==> src/hw/rtl/lclt_pkg.sv <==
`default_nettype none

package lclt_pkg;

    localparam int OP_W    = 2;
    localparam int SLOPE_W = 32;
    localparam int ICPT_W  = 41;
    localparam int POINT_W = 10;
    localparam int MIN_W   = 61;

    localparam logic signed [MIN_W-1:0] EMPTY_VALUE = 61'sd1000000000000000005;

    typedef enum logic [OP_W-1:0] {
        OP_INSERT = 2'd0,
        OP_QUERY  = 2'd1,
        OP_CLEAR  = 2'd2
    } op_t;

    typedef struct packed {
        op_t                        op;
        logic signed [SLOPE_W-1:0]  slope;
        logic signed [ICPT_W-1:0]   icpt;
        logic        [POINT_W-1:0]  point;
    } item_t;

    // head of the command queue as seen by the walker
    typedef struct packed {
        logic  valid;
        item_t item;
    } q_head_t;

    typedef struct packed {
        logic                       occ;
        logic signed [SLOPE_W-1:0]  slope;
        logic signed [ICPT_W-1:0]   icpt;
    } node_t;

endpackage

`default_nettype wire

==> src/hw/rtl/lclt_ifs.sv <==
`default_nettype none

interface lclt_req_if import lclt_pkg::*; ();
    logic                       valid;
    logic                       ready;
    logic [OP_W-1:0]            operation;
    logic signed [SLOPE_W-1:0]  line_slope;
    logic signed [ICPT_W-1:0]   line_intercept;
    logic [POINT_W-1:0]         query_point;

    modport source (output valid, operation, line_slope, line_intercept, query_point,
                    input ready);
    modport sink   (input valid, operation, line_slope, line_intercept, query_point,
                    output ready);
endinterface


`default_nettype wire

==> src/hw/rtl/lclt_front.sv <==
`default_nettype none

module lclt_front import lclt_pkg::*;
(
    input  wire logic   clk,
    input  wire logic   rst_n,
    lclt_req_if.sink    req,
    output q_head_t     q_head,
    input  wire logic   pop
);

    item_t       q_mem [2];
    logic        wr_ptr_reg;
    logic        rd_ptr_reg;
    logic [1:0]  count_reg;
    logic        accept;
    logic        push;
    op_t         op_in;

    assign op_in     = op_t'(req.operation);
    assign req.ready = (count_reg != 2'd2);
    assign accept    = req.valid && req.ready;
    // drop unused codes at the door
    assign push      = accept && (op_in inside {OP_INSERT, OP_QUERY, OP_CLEAR});

    assign q_head.valid = (count_reg != 2'd0);
    assign q_head.item  = q_mem[rd_ptr_reg];

    always_ff @(posedge clk)
    begin
        if (push)
        begin
            q_mem[wr_ptr_reg] <= '{op: op_in, slope: req.line_slope,
                                   icpt: req.line_intercept, point: req.query_point};
        end
    end

    always_ff @(posedge clk or negedge rst_n)
    begin
        if (!rst_n)
        begin
            wr_ptr_reg <= 1'b0;
            rd_ptr_reg <= 1'b0;
            count_reg  <= 2'd0;
        end
        else
        begin
            if (push)
            begin
                wr_ptr_reg <= !wr_ptr_reg;
            end
            if (pop)
            begin
                rd_ptr_reg <= !rd_ptr_reg;
            end
            if (push && !pop)
            begin
                count_reg <= count_reg + 2'd1;
            end
            else if (pop && !push)
            begin
                count_reg <= count_reg - 2'd1;
            end
        end
    end

endmodule

`default_nettype wire

==> src/flat_wrapper.sv <==
// flat-port wrapper written by rule: the top's interface ports become plain ports
module lclt_front_flat import lclt_pkg::*;
  (clk, rst_n, q_head, pop, req_valid, req_operation, req_line_slope, req_line_intercept, req_query_point, req_ready);
  lclt_req_if req_i ();
  input  wire logic clk;
  input  wire logic rst_n;
  output q_head_t q_head;
  input  wire logic pop;
  input wire logic [$bits(req_i.valid)-1:0] req_valid;
  input wire logic [$bits(req_i.operation)-1:0] req_operation;
  input wire logic [$bits(req_i.line_slope)-1:0] req_line_slope;
  input wire logic [$bits(req_i.line_intercept)-1:0] req_line_intercept;
  input wire logic [$bits(req_i.query_point)-1:0] req_query_point;
  output wire logic [$bits(req_i.ready)-1:0] req_ready;
  assign req_i.valid = req_valid;
  assign req_i.operation = req_operation;
  assign req_i.line_slope = req_line_slope;
  assign req_i.line_intercept = req_line_intercept;
  assign req_i.query_point = req_query_point;
  assign req_ready = req_i.ready;
  lclt_front u_core (.clk(clk), .rst_n(rst_n), .req(req_i), .q_head(q_head), .pop(pop));
endmodule
==> config.mk <==
export PLATFORM = sky130hd
export DESIGN_NAME = lclt_front_flat
export DESIGN_NICKNAME = d
export VERILOG_FILES = /design/src/hw/rtl/lclt_pkg.sv /design/src/hw/rtl/lclt_ifs.sv /design/src/hw/rtl/lclt_front.sv /design/src/flat_wrapper.sv
export SDC_FILE = /design/constraint.sdc
export NUM_CORES = 1
export LEC_CHECK = 0
export BUFFER_PORTS_ARGS = -buffer_cell sky130_fd_sc_hd__buf_2
export CORE_MARGIN = 1.5
export CORE_UTILIZATION = 54
export CTS_BUF_LIST = sky130_fd_sc_hd__clkbuf_2
export DETAILED_ROUTE_END_ITERATION = 8
export PLACE_DENSITY = 0.92
export SLEW_MARGIN = 20
export SYNTH_ARGS = -nofsm -noshare
export SYNTH_HDL_FRONTEND = slang
export SYNTH_SLANG_ARGS = --single-unit
==> constraint.sdc <==
create_clock -name clk -period 5.95 [get_ports clk]
set_input_delay 1.19 -clock clk [delete_from_list [all_inputs] [get_ports clk]]
set_output_delay 1.19 -clock clk [all_outputs]
set_load 0.02 [all_outputs]
==> results_dict.tcl <==
set metrics [dict create \
    synth_top_family_by_area "multiplexers" \
    synth_seq_cells 174 \
    worst_pin_slew_ns 0.868 \
    setup.worst_path.class "reg2out" \
    outcome "complete, no violations" \
    setup_viol 0 \
    p_per_area_mw_per_mm2 460 \
    clock-sinks 174 \
    netlist_top_cells_area "edfxtp_1, mux2_4, mux2_2" \
    cts_setup_buffers 0 \
    dpl.hpwl_mm 6.90 \
    crit_chain "buf_4 -> mux2_2 -> buf_2" \
    fp.coreArea_sq_mm 0.0119 \
    viasPerCell 5.12 \
    synth-seq-area-share 0.796 \
    critical_path_buf_inv_count 2 \
    hold_path_class "in2async" \
    arrival_ns 2.87 \
    synth-main-ff-cell "edfxtp_1" \
    routabilityCongestion 0.738 \
    std_cell_rows 40 \
    firstDrtPassIters 4 \
    cp_max_fo 55 \
    synth_cell_types 17 \
    slowest_delay_ns 1.03 \
    slowest_stage "dfrtp_4" \
    slew_headroom 0.421 \
    netlist_area_sq_mm 0.00654 \
    synth_commonest_cells "edfxtp_1, mux2_2, mux2_4" \
    dieArea_sq_mm 0.0128 \
    detail-route-antenna-nets 0 \
    yosysMostFrequentCell "edfxtp_1" \
    cts.hold.buffers_added 0 \
    initial_core_util 0.549 \
    path_clk_slew_ns 0.19 \
    grt_pass1_vias 3324 \
    fin_worst_skew_ns 0.0163 \
    peakVddDrop_uv 305 \
    yosys.area_share.simple 0.00498 \
    synth_cells 285 \
    synth_compound_gate_area_share 0 \
    synth_edf_count 170 \
    drive_gt1_frac 0.612 \
    cp-end-kind "primary output" \
    overflow 0 \
    syn_avg_cell_area_sq_um 22.9 \
    clock_path_buffers 2 \
    n_antenna_cell 0 \
    fillerInstances 816 \
    rsz0062_at_grt "no" \
    chipWidth_microns 113 \
    drc 0 \
    cts_tree "done" \
    port_buffers 175 \
    synth_nets 375 \
    timing.final.crit_share 0.683 \
    grt_max_degree 86 \
    drv_cap 0 \
    area_growth_pct 19.0 \
    finalNetCount 562 \
    h-tree-depth 4 \
    finalCriticalPeriod_ns 4.06 \
    wl_per_cell_microns 16.9 \
    vias 3229 \
    cts_buffers 17 \
    yosys.area.top_type_share 0.781 \
    track_usage 0.171 \
    synthMuxAreaShare 0.169 \
    slew_violations 0 \
    fp.dieH_microns 113 \
    tns_ns 0 \
    synthAdderAreaFrac 0.00191 \
    path_delay_family "flip-flops" \
    ioPinCount 176 \
    synth-async-reset-ratio 0.0230 \
    leakage_nw 3.03 \
    critPathLaunchType "register" \
    fmax_mhz 246 \
    drt_iter0_drc 203 \
    synth-xor-area-share 0.00670 \
    hold_viol 0 \
    holdWs_ns 0.249 \
    antenna_found_initial 0 \
    clock_latency_ns 0.71 \
    finalWirelength_mm 10.7 \
    largest_reg_flops 170 \
    root_buffer "clkbuf_2" \
    worstPathRequired_ns 4.76 \
    synth_warnings 0 \
    synth_area_leader_cell "edfxtp_1" \
    grt_pass1_wl_mm 16.1 \
    cts_resized 0 \
]
## metrics by stage
stage | setup WS [ns] | total power, mW | cells | area (sq um) | utilization
6_report | 1.89 | 3.58 | 631 | 7780 | 0.653
5_1_grt | 1.67 | 3.74 | 631 | 7780 | 0.653
4_1_cts | 1.73 | 3.63 | 631 | 7780 | 0.653
3_5_place_dp | 2.60 | 2.99 | 600 | 7510 | 0.631
3_3_place_gp | 2.68 | 2.95 | 600 | 7510 | 0.631
2_1_floorplan | 0.469 | 2.71 | 285 | 6540 | -
## worst reg2reg max path, stage by stage, from the launching register on
cell	delay (ns)
dfrtp_1	0.45
nand2b_1	0.15
nand3_1	0.25
nor2_4	0.17
buf_6	0.63
## power by group
group	leakage (nW)	internal (mW)	switching, mW
logic	1.27	0.539	0.659
clock network	0.147	0.269	0.367
registers	1.61	1.60	0.143
## cell usage in the layout, fill, tap and decap left out, drive strengths merged
cell	count
or2	1
nand2b	1
dfrtp	4
inv	3
clkinv	5
nand2	1
nand3	1
ha	1
xnor2	2
edfxtp	170
buf	178
clkbuf	18
bufinv	4
nor2	3
mux2	85
clkinvlp	4
xor2	3
## kinds of logic (layout without fill, tap and decap cells)
kind of cell | count (synthesis) | after routing
xor gates and xnor gates | 5 | 5
adders and majority gates | 1 | 1
buffers and inverters | 13 | 212
DFF | 174 | 174
muxes | 85 | 85
and+or+nand+nor | 7 | 7
## final cells by class
type / count / area [sq um] / share of cell area
Inverter: 3 / 11.3 / 0.00145
Tap cell: 147 / 184 / 0.0236
Multi-Input combinational cell: 98 / 1210 / 0.156
Timing Repair Buffer: 178 / 906 / 0.116
Sequential cell: 174 / 5210 / 0.669
Clock buffer: 18 / 90.1 / 0.0116
Clock inverter: 13 / 173 / 0.0222
## routing by layer
layer	GRT usage	vias up	share of wire
li1	-	1498	-
met1	0.195	1567	0.40
met2	0.286	135	0.50
met3	0.0621	29	0.073
met4	0.0892	0	0.029
met5	0	-	0
## path summary, 6_finish.rpt
path	depth (start not counted)	from	slack, ns	endpoint
setup / recovery	3	u_core.rd_ptr_reg	1.89	q_head[5]
hold / removal	1	rst_n	0.25	u_core.rd_ptr_reg
setup reg to reg	4	u_core.count_reg[0]	3.92	u_core.q_mem[0][52]
hold reg to reg	1	u_core.count_reg[1]	0.51	u_core.count_reg[1]
max in group asynchronous	1	rst_n	5.58	u_core.rd_ptr_reg
min in group clk	1	u_core.count_reg[1]	0.51	u_core.count_reg[1]
Power figures use the tool's default switching activity.
